$ cat src/rtl/prpu_pkg.sv
// Package: types and constants of the packed raw pixel unpacker.
`timescale 1ns / 1ps
package prpu_pkg;

   localparam int WORD_BITS     = 16;
   localparam int STORE_BITS    = 15;
   localparam int COUNT_BITS    = 4;
   localparam int WIDTH_BITS    = 5;
   localparam int CSR_ADDR_BITS = 2;
   localparam int CSR_DATA_BITS = 32;

   localparam logic [WIDTH_BITS-1:0]    SAMPLE_BITS_RESET = 5'd14;
   localparam logic [WIDTH_BITS-1:0]    SAMPLE_BITS_MIN   = 5'd8;
   localparam logic [WIDTH_BITS-1:0]    SAMPLE_BITS_MAX   = 5'd16;
   localparam logic [CSR_ADDR_BITS-1:0] REG_SAMPLE_BITS   = 2'd0;

   typedef struct packed {
      logic [WORD_BITS-1:0] sample;
      logic                 last_of_run;
   } entry_type;

   // One accepted word's results, handed from the unpacker to the queue.
   typedef struct packed {
      logic                 valid;
      logic                 two;
      logic [WORD_BITS-1:0] first;
      logic [WORD_BITS-1:0] second;
   } push_type;

endpackage

$ cat src/rtl/prpu_req_if.sv
// Interfaces: packed word channel and unpacked sample channel.
`timescale 1ns / 1ps
interface prpu_req_if;
   logic        valid;
   logic        ready;
   logic [15:0] packed_word;
   logic        frame_start;

   modport source (output valid, output packed_word, output frame_start, input ready);
   modport sink   (input valid, input packed_word, input frame_start, output ready);
endinterface

interface prpu_rsp_if;
   logic        valid;
   logic        ready;
   logic [15:0] sample;
   logic        last_of_run;

   modport source (output valid, output sample, output last_of_run, input ready);
   modport sink   (input valid, input sample, input last_of_run, output ready);
endinterface

$ cat src/rtl/prpu_csr.sv
// Configuration register block: sample width register on an APB-style port.
`timescale 1ns / 1ps
module prpu_csr
   import prpu_pkg::*;
(
   input  logic                     clock,
   input  logic                     reset,
   input  logic                     csr_psel,
   input  logic                     csr_penable,
   input  logic                     csr_pwrite,
   input  logic [CSR_ADDR_BITS-1:0] csr_paddr,
   input  logic [CSR_DATA_BITS-1:0] csr_pwdata,
   output logic [CSR_DATA_BITS-1:0] csr_prdata,
   output logic                     csr_pready,
   output logic [WIDTH_BITS-1:0]    sample_bits
);

   logic [WIDTH_BITS-1:0] sample_bits_ff;
   logic [WIDTH_BITS-1:0] sample_bits_in;
   logic                  wr_sample_bits;

   assign csr_pready     = 1'b1;
   assign wr_sample_bits = csr_psel && csr_penable && csr_pwrite && csr_pready
                           && (csr_paddr == REG_SAMPLE_BITS);
   assign sample_bits_in = wr_sample_bits ? csr_pwdata[WIDTH_BITS-1:0] : sample_bits_ff;
   assign sample_bits    = sample_bits_ff;

   always_comb begin
      unique case (csr_paddr)
         REG_SAMPLE_BITS: csr_prdata = {{(CSR_DATA_BITS-WIDTH_BITS){1'b0}}, sample_bits_ff};
         default:         csr_prdata = '0;
      endcase
   end

   always_ff @(posedge clock) begin
      if (reset) begin
         sample_bits_ff <= SAMPLE_BITS_RESET;
      end else begin
         sample_bits_ff <= sample_bits_in;
      end
   end

endmodule

$ cat src/rtl/prpu_unpack.sv
// Bit accumulator: appends a word and cuts one or two samples off the top.
`timescale 1ns / 1ps
module prpu_unpack
   import prpu_pkg::*;
(
   input  logic                  clock,
   input  logic                  reset,
   input  logic [WIDTH_BITS-1:0] sample_bits,
   input  logic                  accept,
   input  logic [WORD_BITS-1:0]  packed_word,
   input  logic                  frame_start,
   output push_type              push
);

   logic [STORE_BITS-1:0]           store_ff, store_in;
   logic [COUNT_BITS-1:0]           count_ff, count_in;
   logic [WIDTH_BITS-1:0]           width;
   logic [STORE_BITS-1:0]           base_store;
   logic [COUNT_BITS-1:0]           base_count;
   logic [STORE_BITS+WORD_BITS-1:0] ext;
   logic [WIDTH_BITS-1:0]           cnt, c1, c2, rem;
   logic [WIDTH_BITS-1:0]           mask_shift;
   logic [WORD_BITS-1:0]            smask;
   logic [STORE_BITS+WORD_BITS-1:0] sh0, sh1;
   logic                            two;

   always_comb begin
      if (sample_bits < SAMPLE_BITS_MIN) begin
         width = SAMPLE_BITS_MIN;
      end else if (sample_bits > SAMPLE_BITS_MAX) begin
         width = SAMPLE_BITS_MAX;
      end else begin
         width = sample_bits;
      end
   end

   assign base_store = frame_start ? '0 : store_ff;
   assign base_count = frame_start ? '0 : count_ff;
   assign ext        = {base_store, packed_word};
   // count plus one word, always 16..31
   assign cnt        = {1'b1, base_count};
   assign c1         = cnt - width;
   assign two        = (c1 >= width);
   assign c2         = c1 - width;
   assign rem        = two ? c2 : c1;
   assign mask_shift = SAMPLE_BITS_MAX - width;
   assign smask      = {WORD_BITS{1'b1}} >> mask_shift;
   assign sh0        = ext >> c1;
   assign sh1        = ext >> c2;

   assign store_in = accept
                     ? (ext[STORE_BITS-1:0]
                        & ((STORE_BITS'(1) << rem[COUNT_BITS-1:0]) - STORE_BITS'(1)))
                     : store_ff;
   assign count_in = accept ? rem[COUNT_BITS-1:0] : count_ff;

   assign push.valid  = accept;
   assign push.two    = two;
   assign push.first  = sh0[WORD_BITS-1:0] & smask;
   assign push.second = sh1[WORD_BITS-1:0] & smask;

   always_ff @(posedge clock) begin
      if (reset) begin
         store_ff <= '0;
         count_ff <= '0;
      end else begin
         store_ff <= store_in;
         count_ff <= count_in;
      end
   end

endmodule

$ cat src/rtl/prpu_queue.sv
// Result queue: takes one or two samples per word, delivers one per transfer.
`timescale 1ns / 1ps
module prpu_queue
   import prpu_pkg::*;
#(
   parameter int DEPTH = 4
)(
   input  logic                 clock,
   input  logic                 reset,
   input  push_type             push,
   output logic                 push_ready,
   output logic                 out_valid,
   input  logic                 out_ready,
   output logic [WORD_BITS-1:0] out_sample,
   output logic                 out_last_of_run
);

   localparam int PTR_W = $clog2(DEPTH);
   localparam int CNT_W = $clog2(DEPTH + 1);

   entry_type              mem_ff [DEPTH];
   logic [PTR_W-1:0]       wr_ptr_ff, wr_ptr_in, wr_ptr_nx;
   logic [PTR_W-1:0]       rd_ptr_ff, rd_ptr_in;
   logic [CNT_W-1:0]       count_ff, count_in;
   logic [CNT_W-1:0]       push_n;
   logic                   pop;
   entry_type              e0, e1;

   assign pop        = out_valid && out_ready;
   assign push_n     = push.valid ? (push.two ? CNT_W'(2) : CNT_W'(1)) : '0;
   assign push_ready = (count_ff <= CNT_W'(DEPTH - 2));
   assign wr_ptr_nx  = PTR_W'(wr_ptr_ff + 1'b1);
   assign wr_ptr_in  = PTR_W'(wr_ptr_ff + push_n);
   assign rd_ptr_in  = pop ? PTR_W'(rd_ptr_ff + 1'b1) : rd_ptr_ff;
   assign count_in   = CNT_W'(count_ff + push_n - (pop ? CNT_W'(1) : CNT_W'(0)));

   assign e0.sample       = push.first;
   assign e0.last_of_run  = !push.two;
   assign e1.sample       = push.second;
   assign e1.last_of_run  = 1'b1;

   assign out_valid       = (count_ff != '0);
   assign out_sample      = mem_ff[rd_ptr_ff].sample;
   assign out_last_of_run = mem_ff[rd_ptr_ff].last_of_run;

   always_ff @(posedge clock) begin
      if (push.valid) begin
         mem_ff[wr_ptr_ff] <= e0;
         if (push.two) begin
            mem_ff[wr_ptr_nx] <= e1;
         end
      end
   end

   always_ff @(posedge clock) begin
      if (reset) begin
         wr_ptr_ff <= '0;
         rd_ptr_ff <= '0;
         count_ff  <= '0;
      end else begin
         wr_ptr_ff <= wr_ptr_in;
         rd_ptr_ff <= rd_ptr_in;
         count_ff  <= count_in;
      end
   end

endmodule

$ cat src/rtl/packed_raw_pixel_unpacker.sv
// Top level: unpacks MSB-first packed raw samples from 16-bit words.
// One packed word is taken per cycle while req_ready is high; it is appended to the
// leftover bits and one or two samples of sample_bits width (clamped to 8..16) are cut off
// in the same cycle and pushed into a QUEUE_DEPTH-entry result queue (QUEUE_DEPTH a power
// of two, at least 2) that hands them to rsp in order. The result side delivers one sample
// per cycle while rsp_ready is high, so a word that yields two samples takes two transfers;
// req_ready stays high while the queue holds at most QUEUE_DEPTH-2 samples, whatever
// rsp_ready does. frame_start drops the leftover bits before its word. sample_bits is
// written at byte address 0 of the csr port and should only change while the block is idle.
`timescale 1ns / 1ps
module packed_raw_pixel_unpacker
   import prpu_pkg::*;
#(
   parameter int QUEUE_DEPTH = 4
)(
   input  logic                     clock,
   input  logic                     reset,
   prpu_req_if.sink                 req,
   prpu_rsp_if.source               rsp,
   input  logic                     csr_psel,
   input  logic                     csr_penable,
   input  logic                     csr_pwrite,
   input  logic [CSR_ADDR_BITS-1:0] csr_paddr,
   input  logic [CSR_DATA_BITS-1:0] csr_pwdata,
   output logic [CSR_DATA_BITS-1:0] csr_prdata,
   output logic                     csr_pready
);

   logic [WIDTH_BITS-1:0] sample_bits;
   logic                  accept;
   logic                  push_ready;
   push_type              push;

   assign req.ready = push_ready;
   assign accept    = req.valid && push_ready;

   prpu_csr u_csr (
      .clock       (clock),
      .reset       (reset),
      .csr_psel    (csr_psel),
      .csr_penable (csr_penable),
      .csr_pwrite  (csr_pwrite),
      .csr_paddr   (csr_paddr),
      .csr_pwdata  (csr_pwdata),
      .csr_prdata  (csr_prdata),
      .csr_pready  (csr_pready),
      .sample_bits (sample_bits)
   );

   prpu_unpack u_unpack (
      .clock       (clock),
      .reset       (reset),
      .sample_bits (sample_bits),
      .accept      (accept),
      .packed_word (req.packed_word),
      .frame_start (req.frame_start),
      .push        (push)
   );

   prpu_queue #(
      .DEPTH (QUEUE_DEPTH)
   ) u_queue (
      .clock           (clock),
      .reset           (reset),
      .push            (push),
      .push_ready      (push_ready),
      .out_valid       (rsp.valid),
      .out_ready       (rsp.ready),
      .out_sample      (rsp.sample),
      .out_last_of_run (rsp.last_of_run)
   );

endmodule

$ cat src/flat_wrapper.sv
// flat-port wrapper written by rule: the top's interface ports become plain ports
module packed_raw_pixel_unpacker_flat import prpu_pkg::*;
#(
   parameter int QUEUE_DEPTH = 4
)
  (clock, reset, csr_psel, csr_penable, csr_pwrite, csr_paddr, csr_pwdata, csr_prdata, csr_pready, req_valid, req_packed_word, req_frame_start, req_ready, rsp_valid, rsp_sample, rsp_last_of_run, rsp_ready);
  prpu_req_if req_i ();
  prpu_rsp_if rsp_i ();
  input  logic clock;
  input  logic reset;
  input  logic csr_psel;
  input  logic csr_penable;
  input  logic csr_pwrite;
  input  logic [CSR_ADDR_BITS-1:0] csr_paddr;
  input  logic [CSR_DATA_BITS-1:0] csr_pwdata;
  output logic [CSR_DATA_BITS-1:0] csr_prdata;
  output logic csr_pready;
  input wire logic [$bits(req_i.valid)-1:0] req_valid;
  input wire logic [$bits(req_i.packed_word)-1:0] req_packed_word;
  input wire logic [$bits(req_i.frame_start)-1:0] req_frame_start;
  output wire logic [$bits(req_i.ready)-1:0] req_ready;
  output wire logic [$bits(rsp_i.valid)-1:0] rsp_valid;
  output wire logic [$bits(rsp_i.sample)-1:0] rsp_sample;
  output wire logic [$bits(rsp_i.last_of_run)-1:0] rsp_last_of_run;
  input wire logic [$bits(rsp_i.ready)-1:0] rsp_ready;
  assign req_i.valid = req_valid;
  assign req_i.packed_word = req_packed_word;
  assign req_i.frame_start = req_frame_start;
  assign req_ready = req_i.ready;
  assign rsp_valid = rsp_i.valid;
  assign rsp_sample = rsp_i.sample;
  assign rsp_last_of_run = rsp_i.last_of_run;
  assign rsp_i.ready = rsp_ready;
  packed_raw_pixel_unpacker #(.QUEUE_DEPTH(QUEUE_DEPTH)) u_core (.clock(clock), .reset(reset), .req(req_i), .rsp(rsp_i), .csr_psel(csr_psel), .csr_penable(csr_penable), .csr_pwrite(csr_pwrite), .csr_paddr(csr_paddr), .csr_pwdata(csr_pwdata), .csr_prdata(csr_prdata), .csr_pready(csr_pready));
endmodule
$ cat config.mk
export PLATFORM = sky130hd
export DESIGN_NAME = packed_raw_pixel_unpacker_flat
export DESIGN_NICKNAME = d
export VERILOG_FILES = /design/src/rtl/prpu_pkg.sv /design/src/rtl/prpu_req_if.sv /design/src/rtl/prpu_csr.sv /design/src/rtl/prpu_unpack.sv /design/src/rtl/prpu_queue.sv /design/src/rtl/packed_raw_pixel_unpacker.sv /design/src/flat_wrapper.sv
export SDC_FILE = /design/constraint.sdc
export NUM_CORES = 1
export LEC_CHECK = 0
export BUFFER_PORTS_ARGS = -buffer_cell sky130_fd_sc_hd__buf_2
export CORE_MARGIN = 3
export CORE_UTILIZATION = 60
export DETAILED_ROUTE_END_ITERATION = 6
export PLACE_DENSITY = 0.82
export SLEW_MARGIN = 10
export SYNTH_ARGS = -nofsm -noshare
export SYNTH_HDL_FRONTEND = slang
export SYNTH_SLANG_ARGS = --single-unit
export TNS_END_PERCENT = 20
$ cat constraint.sdc
create_clock -name clock -period 6.2 [get_ports clock]
set_input_delay 0.31 -clock clock [delete_from_list [all_inputs] [get_ports clock]]
set_output_delay 0.31 -clock clock [all_outputs]
set_load 0.01 [all_outputs]
==> flow_metrics.tcl <==
set metrics [dict create \
    clkPwrFrac_pct 18.3 \
    via_per_inst 7.14 \
    hold_viol 0 \
    grt_pass1_wl_um 41800 \
    internal_power_mw 1.84 \
    p_comb_share_pct 53.0 \
    clkTransAtPathRegs_ns 0.08 \
    synth_cell_type_count 82 \
    clk_latency_ns 0.36 \
    switching_power_mw 1.42 \
    power_switching_share_pct 43.5 \
    end_kind "flip-flop" \
    port_buffers 54 \
    fin_skew_ns 0.00575 \
    crit_required_ns 6.46 \
    num_vias 8251 \
    tns_ns 0 \
    fin_cells 1155 \
    power_density_nw_per_um2 349 \
    register_area_um2 2660 \
    drtAntennaViolNets 0 \
    post-route-period-util_pct 90.3 \
    critical_path.cell_chain "nor2b_1 > nand2_1 > inv_1 > ha_1 > fa_1 > xor2_2 > inv_2 > ha_1 > a21oi_1 > nand2_1 > o211ai_1 > nand2_1 > nand2_1 > nand2_1 > o21a_1" \
    drc 0 \
    grt-ovfl-total 0 \
    htreeDepth 3 \
    drv_cap 0 \
    r2r-end "u_core.u_queue.mem_ff[2][0]" \
    rows 43 \
    die_area_um2 16300 \
    ir_worst_vdd_mv 0.239 \
    io_pins 110 \
    crit_end "u_core.u_queue.mem_ff[2][0]" \
    post_drt_wl_per_cell_um 23.4 \
    utilization_pct 65.9 \
    async_flop_share_pct 0 \
    antenna_found_initial 0 \
    dp_cells 1139 \
    startpoint "u_core.u_csr.sample_bits[4]" \
    cts_buffers 9 \
    hold_class "in -> reg" \
    clockBufferDepth 2 \
    tightest_slew_ns 1.02 \
    power.share.sequential_pct 28.7 \
    setup_violations 0 \
    path_max_fanout 17 \
    rr_worst_depth 15 \
    grt_usage_pct 32.8 \
    period_minus_slack_ns 5.60 \
    root_buffer "clkbuf_16" \
    synthFlopType "edfxtp_1" \
    critical_path_class "reg -> reg" \
    ys_seq_elements 101 \
    fp.dieW_um 128 \
    clkSinkCount 101 \
    syn_inst 959 \
    nets 1048 \
    multiInputGateArea_um2 5620 \
    grt_max_degree 55 \
    reg2reg_slack_ns 0.60 \
    n_fill_cell 1172 \
    wirelength_um 27000 \
    static-leakage-power_nw 3.54 \
    report.final.slew_viol_count 0 \
    globalplace.congestion 0.980 \
    cts_resized 0 \
    fmax_mhz 179 \
    drive_gt1_share_pct 17.2 \
    grt_pass1_vias 7568 \
    initial_utilization_pct 62.7 \
    diodes 0 \
    critPathMostFrequentCell "nand2_1" \
    r2r-start "u_core.u_csr.sample_bits[4]" \
    netlist_area_um2 8900 \
    areaGrowthSynthToFinish_pct 5.06 \
    seq_area_frac_synth_pct 29.9 \
    tritoncts "built" \
    drt_iter0_drc 1374 \
    dr.pass1.iters 6 \
    postCtsSetupBuffers 0 \
    syn_avg_cell_area_um2 9.29 \
    cts_hold_buf 0 \
    arrival_ns 5.85 \
    rsz0062_at_grt "false" \
    core-area_um2 14200 \
    start_kind "flip-flop" \
    synth_edf_count 64 \
    cpPeakStageDelay_ns 0.71 \
    yosysWarnings 0 \
    critPathSlowestCell "nand2_1" \
    max_slew_margin_pct 31.8 \
    die_h_um 128 \
    dp_hpwl_um 19400 \
    outcome "finished clean" \
]
## power groups by stage
stage,clock network (mW),registers (mW),logic [mW]
6_report,0.597,0.936,1.73
5_1_grt,0.625,0.944,1.86
4_1_cts,0.600,0.933,1.69
3_5_place_dp,0,0.947,1.68
3_3_place_gp,0,0.938,1.66
2_1_floorplan,0,0.908,1.31
## worst min-delay path by stage
stage,from,endpoint,cells after the start,slack [ns]
6_report,csr_pwdata[4],u_core.u_csr.sample_bits[4],3,0.18
5_1_grt,csr_pwdata[4],u_core.u_csr.sample_bits[4],3,0.20
4_1_cts,csr_pwdata[4],u_core.u_csr.sample_bits[4],3,0.18
3_5_place_dp,u_core.u_unpack.count_ff[1],u_core.u_unpack.count_ff[1],2,0.44
3_3_place_gp,u_core.u_unpack.count_ff[1],u_core.u_unpack.count_ff[1],2,0.44
2_1_floorplan,u_core.u_unpack.count_ff[1],u_core.u_unpack.count_ff[1],2,0.43
## per-layer routing
layer | wire length [um] | GRT usage (%) | vias to the layer above
li1 | - | - | 3660
met1 | 10100 | 43.5 | 3860
met5 | 0 | 0 | -
met3 | 3220 | 7.83 | 98
met2 | 12500 | 51.8 | 633
met4 | 1180 | 14.0 | 0
## cell usage after synthesis, types with 24 or more instances
library cell  instances  share of area (%)
nand3_1              24                1.3
edfxtp_1             64                 22
o21ai_0              29                1.6
a21oi_1              37                2.1
dfxtp_1              37                8.3
clkbuf_1             40                1.7
mux2i_1              66                7.4
mux4_2               38                9.6
nor3_1               34                1.9
o22ai_1              43                3.0
buf_4                31                2.6
nand2_1              95                4.0
nor2_1               85                3.6
## cell families (layout without fill, tap and decap cells)
family / Yosys count / count (layout) / synth area share (%)
other: 2 / 28 / 0.0843
AO/OA/AOI/OAI: 249 / 249 / 19.7
XOR/XNOR: 16 / 16 / 1.87
multiplexers: 124 / 124 / 20.1
adder cells (fa/ha/maj): 20 / 20 / 3.06
flip-flops: 101 / 101 / 29.9
buffers and inverters: 125 / 115 / 8.23
AND/OR/NAND/NOR: 322 / 322 / 17.1
## sequential cells by signal, summed over array words and instances, names as in the netlist, named ones only
signal                    count
u_core.u_queue.rd_ptr_ff      2
u_core.u_queue.wr_ptr_ff      2
u_core.u_queue.mem_ff        68
u_core.u_csr.sample_bits      5
u_core.u_unpack.store_ff     15
u_core.u_queue.count_ff       3
u_core.u_unpack.count_ff      4
## placed cells by master (no fill, tap or decap), drive strengths merged, types with 33 or more instances in the layout
cell    instances
nor2           85
edfxtp         64
a21oi          37
mux4           41
o21ai          33
nand2          96
o22ai          44
dfxtp          37
mux2i          66
nor3           34
buf            78
## critical path, delay by kind of cell, from the launching register on
family / cells / cell delay (ns)
AOI/OAI and AO/OA: 3 / 1.08
xor gates and xnor gates: 1 / 0.25
adders and majority gates: 3 / 1.05
buffers and inverters: 2 / 0.14
DFF: 1 / 0.67
and+or+nand+nor: 6 / 2.31
## through the flow
| stage | cell area [um^2] | power [mW] | hold WS, ns | worst slack, ns |
|---|---|---|---|---|
| after global routing | 9360 | 3.43 | 0.196 | 0.339 |
| after floorplan | 9000 | 2.22 | 0.432 | 1.27 |
| after detailed placement | 9040 | 2.63 | 0.442 | 0.778 |
| final | 9360 | 3.26 | 0.181 | 0.602 |
| after CTS | 9360 | 3.22 | 0.176 | 0.757 |
| after global placement | 9040 | 2.60 | 0.440 | 0.906 |
## layout make-up
cell class                      count  area share (%)
Clock buffer                        9            2.41
Clock inverter                      7           0.976
Inverter                           21           0.843
Multi-Input combinational cell    759            60.1
Sequential cell                   101            28.5
Tap cell                          180            2.41
Timing Repair Buffer               78            4.81
No activity file was read; power rests on OpenSTA's default activity.
